$ cat config.mk
export PLATFORM = sky130hd
export DESIGN_NAME = arrl_ctrl
export DESIGN_NICKNAME = d
export VERILOG_FILES = /design/src/rtl/arrl_pkg.sv /design/src/rtl/arrl_ctrl.sv
export SDC_FILE = /design/constraint.sdc
export NUM_CORES = 1
export LEC_CHECK = 0
export BUFFER_PORTS_ARGS = -buffer_cell sky130_fd_sc_hd__buf_4
export CORE_MARGIN = 2
export CORE_UTILIZATION = 30
export DETAILED_ROUTE_END_ITERATION = 10
export GPL_ROUTABILITY_DRIVEN = 0
export HOLD_SLACK_MARGIN = 0.08
export SYNTH_ARGS = -nofsm -noshare
export SYNTH_HDL_FRONTEND = slang
export SYNTH_SLANG_ARGS = --single-unit
$ cat constraint.sdc
create_clock -name i_clk -period 1.1 [get_ports i_clk]
set_input_delay 0.11 -clock i_clk [delete_from_list [all_inputs] [get_ports i_clk]]
set_output_delay 0.11 -clock i_clk [all_outputs]
set_load 0.005 [all_outputs]
$ cat src/rtl/arrl_pkg.sv
// Shared types and constants for the address range reverse lookup block.
`default_nettype none
package arrl_pkg;

    // Table geometry.
    localparam int TABLE_ENTRIES = 64;
    localparam int ID_BITS       = 32;
    localparam int IDX_W         = $clog2(TABLE_ENTRIES);
    localparam int OWNER_W       = (ID_BITS < 32) ? ID_BITS : 32;

    // Scan pipeline: read, subtract, compare, then merge into the running best.
    localparam int PIPE_DEPTH    = 3;
    localparam int SCAN_LAST     = TABLE_ENTRIES - 1 + PIPE_DEPTH;
    localparam int CNT_W         = $clog2(SCAN_LAST + 1);

    // Request kinds.
    typedef enum logic [1:0] {
        KIND_ADD    = 2'd0,
        KIND_LOOKUP = 2'd1,
        KIND_REMOVE = 2'd2
    } t_kind;

    // Result status codes.
    typedef enum logic [1:0] {
        ST_DONE    = 2'd0,
        ST_INVALID = 2'd1,
        ST_FULL    = 2'd2,
        ST_ABSENT  = 2'd3
    } t_status;

    // Controller states.
    typedef enum logic [1:0] {
        S_IDLE,
        S_SCAN,
        S_FIN
    } t_state;

    // Commands from the controller to the datapath.
    typedef struct packed {
        logic             load;
        logic             issue;
        logic [IDX_W-1:0] rd_idx;
        logic             finish;
    } t_ctl_cmd;

endpackage
`default_nettype wire

$ cat src/rtl/arrl_ctrl.sv
// Controller state machine that sequences the table scan for each request.
`default_nettype none
module arrl_ctrl (
    input  wire logic              i_clk,
    input  wire logic              i_rst_n,
    input  wire logic              start,
    output logic                   busy,
    output arrl_pkg::t_ctl_cmd     o_cmd
);
    import arrl_pkg::*;

    t_state           r_state, n_state;
    logic [CNT_W-1:0] r_cnt, n_cnt;

    // State and scan counter registers.
    always_ff @(posedge i_clk) begin
        if (!i_rst_n) begin
            r_state <= S_IDLE;
            r_cnt   <= '0;
        end else begin
            r_state <= n_state;
            r_cnt   <= n_cnt;
        end
    end

    // Next state and counter.
    always_comb begin
        n_state = r_state;
        n_cnt   = r_cnt;
        case (r_state)
            S_IDLE: begin
                n_cnt = '0;
                if (start) begin
                    n_state = S_SCAN;
                end
            end
            S_SCAN: begin
                n_cnt = r_cnt + 1'b1;
                if (r_cnt == CNT_W'(SCAN_LAST)) begin
                    n_state = S_FIN;
                end
            end
            S_FIN: begin
                n_state = S_IDLE;
            end
            default: begin
                n_state = S_IDLE;
            end
        endcase
    end

    // Command outputs.
    always_comb begin
        o_cmd        = '0;
        o_cmd.rd_idx = r_cnt[IDX_W-1:0];
        busy         = 1'b1;
        case (r_state)
            S_IDLE: begin
                busy       = 1'b0;
                o_cmd.load = start;
            end
            S_SCAN: begin
                o_cmd.issue = (r_cnt < CNT_W'(TABLE_ENTRIES));
            end
            S_FIN: begin
                o_cmd.finish = 1'b1;
            end
            default: begin
                busy = 1'b1;
            end
        endcase
    end

    // The finish step always returns to idle.
    a_fin_to_idle: assert property (@(posedge i_clk) disable iff (!i_rst_n)
        (r_state == S_FIN) |=> (r_state == S_IDLE))
        else $error("controller did not return to idle after finish");

endmodule
`default_nettype wire

Word level (Yosys, flattened, before mapping)
Index checks and enable logic that the tools add are counted.
W data, S select, Z words.
- input port bits: 3
- output and inout bits: 10
- word-level logic and storage cells: 20
- register bits: 9
- magnitude comparators: 1
- reductions and logical operators: 3
- equality and inequality tests: 5
- add/subtract/negate cells: 1
- muxes and demuxes: 8
- operators with widths (kind ; count):
    $pmux W7 S2 ; 1
    $add A7 B1 Y7 const B ; 1
    $eq A7 B7 Y1 const B ; 1
    $lt A7 B7 Y1 const B ; 1
    $mux W1 ; 4
    $mux W2 ; 2
    $ne A2 B2 Y1 const B ; 2
    $pmux W2 S2 ; 1
    $eq A2 B1 Y1 const B ; 1
    $eq A2 B2 Y1 const B ; 1
    $logic_not A2 Y1 ; 1
    $reduce_and A2 Y1 ; 1
    $reduce_bool A2 Y1 ; 1

Depth between registers and ports, before layout
Gate-level depths: netlist of run 1.
- word-level depth: 3
- mapped depth: 4
- mapped depth without buffers: 4

Least setup slack after synthesis of run 1
No wires, ideal clock.
- kind: flip-flop to flip-flop
- start point: register r_cnt[0]
- end point: register r_cnt[6]
- path buffers: 0
- data required time: 1030 ps
- stages on the path, launching flop included: 5
- arrival time: 1144 ps
- path slack: -114 ps
- setup time: 70 ps
- clock period less this slack: 1214 ps
- cells stage by stage: dfxtp_1 > ha_1 > nand4b_1 > or3_1 > a21oi_1
- longest elaborated chain between the ends: 2
- RTL lines (element ; RTL line ; RTL):
    start: declaration ; arrl_ctrl.sv:13 ; logic [CNT_W-1:0] r_cnt, n_cnt;
    start signal: assignment ; arrl_ctrl.sv:22 ; r_cnt <= n_cnt;
    $add A7 B1 Y7 ; arrl_ctrl.sv:38 ; n_cnt = r_cnt + 1'b1;
    $pmux W7 S2 ; arrl_ctrl.sv:30 ; case (r_state)
No other way between the ends.
A chain may end at the register's enable or synchronous reset.

==> results of run 1 <==
-- worst max path at each step --
stage | slack, ns | start | endpoint
3_3_place_gp | -0.05 | r_cnt[1]$_SDFFE_PN0P_ | r_cnt[6]$_SDFFE_PN0P_
3_5_place_dp | -0.04 | r_cnt[1]$_SDFFE_PN0P_ | r_cnt[6]$_SDFFE_PN0P_
4_1_cts | -0.1 | r_state[0]$_SDFFE_PN0P_ | o_cmd[8]
5_1_grt | -0.17 | r_state[1]$_SDFFE_PN0P_ | o_cmd[8]
6_report | -0.10 | r_state[1]$_SDFFE_PN0P_ | o_cmd[8]
2_1_floorplan | -0.004 | r_cnt[0]$_SDFFE_PN0P_ | r_state[0]$_SDFFE_PN0P_
-- report_power, final --
part           total [µW]  switching (µW)  internal [µW]
sequential            335            8.00            327
combinational        58.6            25.5           33.1
clock                 261             121            140
total                 654             154            500
-- kinds of logic (layout without fill, tap and decap cells) --
group | Yosys count | count (layout) | share of synthesized area
AO/OA/AOI/OAI | 6 | 6 | 0.0771
buffers and inverters | 9 | 29 | 0.124
XOR/XNOR | 4 | 4 | 0.0771
adder cells (fa/ha/maj) | 2 | 2 | 0.0551
flip-flops | 9 | 9 | 0.397
AND/OR/NAND/NOR | 23 | 23 | 0.270
-- tightest hold or removal path, delay by kind of cell --
family,cells,cell delay (ns)
simple gates,1,0.12
buf+inv,1,0.11
compound gates,1,0.07
-- timing repair --
action / CTS / global route
setup endpoints to repair: 6 / 9
cloned: 0 / 0
setup buffers: 1 / 0
hold buffers: 1 / 0
pin swaps: 6 / 6
hold endpoints to repair: 1 / 0
resized for setup: 1 / 11
-- stage by stage --
stage / setup WS, ns / setup TNS (ns)
2_1_floorplan: -0.00388 / -0.00639
5_1_grt: -0.166 / -0.794
6_report: -0.104 / -0.311
3_3_place_gp: -0.0463 / -0.0686
4_1_cts: -0.0960 / -0.412
3_5_place_dp: -0.0402 / -0.0819
-- final cells by class --
type	count	area (µm²)	share of cell area
well taps	16	20.0	0.0294
repair buffers	22	171	0.251
multi-input cells	35	260	0.382
flip-flops and latches	9	193	0.283
clock buffers	4	26.3	0.0385
inverters	3	11.3	0.0165
-- cells in the final DEF (no fill, tap or decap), types with 3 or more instances in the layout --
cell type / n
nand2_1: 4
buf_4: 20
nor2_1: 6
dfxtp_4: 3
inv_1: 3
clkbuf_4: 3
o21ai_1: 3
dfxtp_1: 5
-- routing by layer --
metal | track usage | part of all wire
met1 | 0.135 | 0.44
met5 | 0 | 0
met3 | 0.0511 | 0.050
met4 | 0.0750 | 0
met2 | 0.182 | 0.51
-- state kept, by name, indices dropped and copies added (netlist names) --
signal	cells
r_cnt	7
r_state	2
==> impl_table.tex, run 1 <==
\begin{tabular}{lr}
\hline
Metric & Value \\
\hline
\multicolumn{2}{l}{\textbf{Critical path}} \\
Critical Setup Path Class & register to output pin \\
Worst Path Arrival & 1.09 ns \\
Worst setup SP type & register \\
Register-to-register setup slack & -0.05 ns \\
Reg-to-reg critical path endpoint & r\_state[0]\$\_SDFFE\_PN0P\_ \\
WP data required & 0.99 ns \\
Count of cells along the worst register-to-register path & 4 \\
Critical-path maximum fanout & 7 \\
Slowest stage cell, crit path & dfxtp\_4 \\
List of cells traversed by the critical path & or2\_4 > nor2\_2 > buf\_4 \\
Delay contributed by the slowest stage of the critical path & 0.36 ns \\
Worst path depth & 3 \\
Critical path buffers and inverters & 1 \\
CP delay by family, top & flip-flops \\
Kind of end point of the critical path & output pin \\
Startpoint of the worst-slack reg-to-reg timing path & r\_cnt[0]\$\_SDFFE\_PN0P\_ \\
\multicolumn{2}{l}{\textbf{GRT}} \\
Antenna violations before repair & 0 \\
Global route total overflow & 0 \\
Tot GR Track Use & 0.119 \\
Number of global-route vias before repair & 387 \\
Largest net degree at the start of global routing & 8 \\
First-pass GRT wire length & 1.58 mm \\
\multicolumn{2}{l}{\textbf{Flow run}} \\
Max-capacitance violation count & 0 \\
\multicolumn{2}{l}{\textbf{Status}} \\
Violated checks & setup timing \\
Outcome & finished with violations \\
\multicolumn{2}{l}{\textbf{Timing}} \\
Total count of max-transition violations in the final report & 0 \\
Final worst hold slack & 0.187 ns \\
Hold violation total from the final report & 0 \\
Slew at the pin closest to its max-slew limit & 0.286 ns \\
Setup repair after global routing missed its margin & true \\
Final worst setup slack & -0.104 ns \\
Worst slew margin relative to its limit & 0.809 \\
Skew final & 0.00426 ns \\
Final worst-path cycle share & 1.09 \\
Final setup vio count & 7 \\
Post-layout min period & 1.20 ns \\
Achievable Freq & 0.830 GHz \\
\multicolumn{2}{l}{\textbf{Floorplanning}} \\
Die X & 42.9 µm \\
Io pins & 13 \\
Die Span Y & 42.9 µm \\
Starting density of the core & 0.312 \\
Core area & 1450 µm² \\
Full die area & 1840 µm² \\
Count of standard-cell rows & 14 \\
\multicolumn{2}{l}{\textbf{Synthesis}} \\
Avg Synthesized Cell Area & 8.57 µm² \\
Synthesized cell area & 454 µm² \\
Number of warnings printed during yosys synthesis & 0 \\
Cell types with the largest area share after synthesis & dfxtp\_1 40\%, buf\_4 9.9\%, nor2\_1 5.8\%, xor2\_1 5.8\%, ha\_1 5.5\% \\
Portion of synthesized cell area occupied by the leading cell type & 0.397 \\
Count of cell types in the netlist & 21 \\
Cell with the most instances after synthesis & dfxtp\_1 \\
Gate Count Post-Synth & 53 \\
Syn Nets & 58 \\
Part of the Yosys area used for sequential elements & 0.397 \\
Most used standard cells in the synthesized netlist & 9 x dfxtp\_1, 7 x nor2\_1, 6 x buf\_4 \\
Synthesized flop and latch total & 9 \\
Prevailing post-synth register cell & dfxtp\_1 \\
Number of synthesized flops with an enable pin & 0 \\
Library cell with the largest summed area after synthesis & dfxtp\_1 \\
Async set or reset register ratio after synthesis & 0 \\
\multicolumn{2}{l}{\textbf{Clock network}} \\
Number of levels the H-tree was split into & 1 \\
Total CTS buffers & 3 \\
Max Buffers Root-to-Sink & 2 \\
Clock-pin slew of the registers on the worst-case setup and hold paths & 0.06 ns \\
CTS tree & done \\
Source-to-sink clock delay at the later pin of the worst-skew pair & 0.26 ns \\
Number of clock sinks & 9 \\
CTS Root Buffer Type & clkbuf\_4 \\
\multicolumn{2}{l}{\textbf{Finish}} \\
Synth-to-Final Area Change & 50.1\% \\
Number of nets at the end of the flow & 79 \\
Share of post-route cells with drive strength above 1 & 0.493 \\
Finished layout cell area & 682 µm² \\
Count of non-filler cells in the finished layout & 89 \\
Fillcell total & 140 \\
Diode count & 0 \\
Post-layout util & 0.469 \\
\multicolumn{2}{l}{\textbf{Routing}} \\
Violation count after the first detailed-routing iteration & 5 \\
DRC violation count after routing & 0 \\
Via count & 414 \\
Average wire per cell in the routed design & 10.5 µm \\
Total detailed-routing wirelength & 934 µm \\
Count of nets left with antenna violations after detail routing & 0 \\
Number of vias per cell after detailed routing & 4.65 \\
Number of search-and-repair iterations in the first detailed-routing pass & 2 \\
\multicolumn{2}{l}{\textbf{Place}} \\
Instance area at placement & 601 µm² \\
Input/output buffers & 12 \\
Number of placed instances with taps included & 83 \\
Final HPWL DP & 652 µm \\
\multicolumn{2}{l}{\textbf{Power}} \\
Leakage power & 0.000297 µW \\
Total power after layout & 654 µW \\
Peak supply drop & 0.000747 V \\
Pwr dens & 959 nW/µm² \\
\multicolumn{2}{l}{\textbf{Worst hold path}} \\
Cell depth of the worst hold path & 3 \\
Endpoint of the worst hold-timing path & r\_state[0]\$\_SDFFE\_PN0P\_ \\
Kind of path behind the tightest hold check & input pin to register \\
Hold Startpoint & start \\
\hline
\end{tabular}
Note: power is estimated with default switching activity, not from simulation.
==> run 2, diff against run 1 <==
Clock period 1.1 ns to 1.55 ns, I/O delays scaled along.
==> impl_table.tex, run 2 (synthesis gave the netlist of run 1 again) <==
\begin{tabular}{lr}
\hline
Metric & Value \\
\hline
\multicolumn{2}{l}{\textbf{Critical path}} \\
Crit path launch & r\_cnt[0]\$\_SDFFE\_PN0P\_ \\
Kind of end point of the critical path & register \\
Worst setup SP type & register \\
WP data required & 1.74 ns \\
Critical-path maximum fanout & 5 \\
Critical Setup Path Class & register to register \\
Worst Path Arrival & 1.52 ns \\
Startpoint of the worst-slack reg-to-reg timing path & r\_cnt[0]\$\_SDFFE\_PN0P\_ \\
\multicolumn{2}{l}{\textbf{Timing}} \\
Slew at the pin closest to its max-slew limit & 0.277 ns \\
Final worst hold slack & 0.118 ns \\
Worst slew margin relative to its limit & 0.815 \\
Total count of max-transition violations in the final report & 0 \\
Post-layout min period & 1.33 ns \\
Final setup vio count & 0 \\
Hold violation total from the final report & 0 \\
Achievable Freq & 0.753 GHz \\
Final worst-path cycle share & 0.857 \\
Setup repair after global routing missed its margin & false \\
Skew final & 0.00352 ns \\
Final TNS setup & 0 ns \\
\multicolumn{2}{l}{\textbf{Clock network}} \\
Resized cells post-CTS & 0 \\
Number of clock sinks & 9 \\
CTS tree & done \\
Clock-pin slew of the registers on the worst-case setup and hold paths & 0.06 ns \\
CTS Root Buffer Type & clkbuf\_4 \\
Max Buffers Root-to-Sink & 2 \\
Total CTS buffers & 3 \\
Source-to-sink clock delay at the later pin of the worst-skew pair & 0.25 ns \\
Post-CTS setup buffer count & 0 \\
Number of levels the H-tree was split into & 1 \\
Hold-fix buffers at CTS & 0 \\
\multicolumn{2}{l}{\textbf{Floorplanning}} \\
Die X & 42.9 µm \\
Starting density of the core & 0.312 \\
Die Span Y & 42.9 µm \\
Core area & 1450 µm² \\
Io pins & 13 \\
Full die area & 1840 µm² \\
Count of standard-cell rows & 14 \\
\multicolumn{2}{l}{\textbf{Power}} \\
Peak supply drop & 0.000302 V \\
Leakage power & 0.000241 µW \\
Pwr dens & 823 nW/µm² \\
\multicolumn{2}{l}{\textbf{Place}} \\
Final HPWL DP & 562 µm \\
Instance area at placement & 519 µm² \\
Input/output buffers & 12 \\
\multicolumn{2}{l}{\textbf{Routing}} \\
Total detailed-routing wirelength & 765 µm \\
Average wire per cell in the routed design & 9.68 µm \\
DRC violation count after routing & 0 \\
Violation count after the first detailed-routing iteration & 3 \\
Number of search-and-repair iterations in the first detailed-routing pass & 2 \\
Via count & 359 \\
Number of vias per cell after detailed routing & 4.54 \\
Count of nets left with antenna violations after detail routing & 0 \\
\multicolumn{2}{l}{\textbf{Finish}} \\
Share of post-route cells with drive strength above 1 & 0.238 \\
Registers with the highest flip-flop counts & r\_cnt (7), r\_state (2) \\
Synth-to-Final Area Change & 20.1\% \\
Diode count & 0 \\
Finished layout cell area & 546 µm² \\
Number of nets at the end of the flow & 69 \\
Post-layout util & 0.375 \\
Most frequent standard cell in the layout excluding fill and tap cells & buf\_4 \\
Largest Register & r\_cnt \\
Fillcell total & 156 \\
Max reg flops & 7 \\
Most used cells in the layout excluding fill and tap cells & 12 x buf\_4, 9 x dfxtp\_1, 7 x nor2\_1 \\
\multicolumn{2}{l}{\textbf{GRT}} \\
Largest net degree at the start of global routing & 10 \\
Antenna violations before repair & 0 \\
Tot GR Track Use & 0.104 \\
Number of global-route vias before repair & 307 \\
Global route total overflow & 0 \\
First-pass GRT wire length & 1.30 mm \\
\multicolumn{2}{l}{\textbf{Worst hold path}} \\
Kind of path behind the tightest hold check & input pin to register \\
Hold Startpoint & i\_rst\_n \\
\multicolumn{2}{l}{\textbf{Flow run}} \\
Max-capacitance violation count & 0 \\
\multicolumn{2}{l}{\textbf{Status}} \\
Outcome & completed \\
\hline
\end{tabular}
[run 2: cell types whose count changed in the layout (fill, tap and decap cells not counted), sizes merged]
cell,change
buf,-9
dlygate4sd3,-1
[run 2: metal layers]
metal  vias to the layer above  GRT usage  part of all wire
met4                         0     0.0750             0.014
met3                         2     0.0766             0.047
met1                       159      0.125              0.52
li1                        193          -                 -
met2                         5      0.121              0.42
met5                         -          0                 0
[run 2: worst paths after layout]
kind                                               to  slack [ns]  cells after the start
worst max register to register  r_cnt[6]$_SDFFE_PN0P_        0.22                      4
worst min-delay path            r_cnt[1]$_SDFFE_PN0P_        0.12                      2
worst min register to register  r_cnt[6]$_SDFFE_PN0P_        0.50                      2
worst max-delay path            r_cnt[6]$_SDFFE_PN0P_        0.22                      4
[run 2: layout make-up]
type	count	area, µm²	area share
multi-input combinational	35	218	0.399
sequential	9	180	0.330
timing repair buffer	12	90.1	0.165
clock buffer	4	26.3	0.0482
tap	16	20.0	0.0367
inverter	3	11.3	0.0206
[run 2: metrics by stage]
step                      std cells  setup slack, ns  total power [µW]
after floorplan                  53            0.336               262
after global placement           75            0.244               278
after detailed placement         75            0.230               278
after CTS                        79            0.209               460
after global routing             79            0.119               482
final                            79            0.221               449
[run 2: where the power goes]
group          leakage, µW  switching (µW)  internal [µW]  total, µW
clock            0.0000150            78.1           99.0        177
sequential       0.0000730            4.78            235        240
combinational     0.000153            14.4           17.8       32.2
total             0.000241            97.3            352        449
[run 2: critical path, cell delays in order, from the launching register on]
cell      delay, ns
dfxtp_1        0.40
ha_1           0.18
nand4b_1       0.15
or3_1          0.39
a21oi_1        0.14
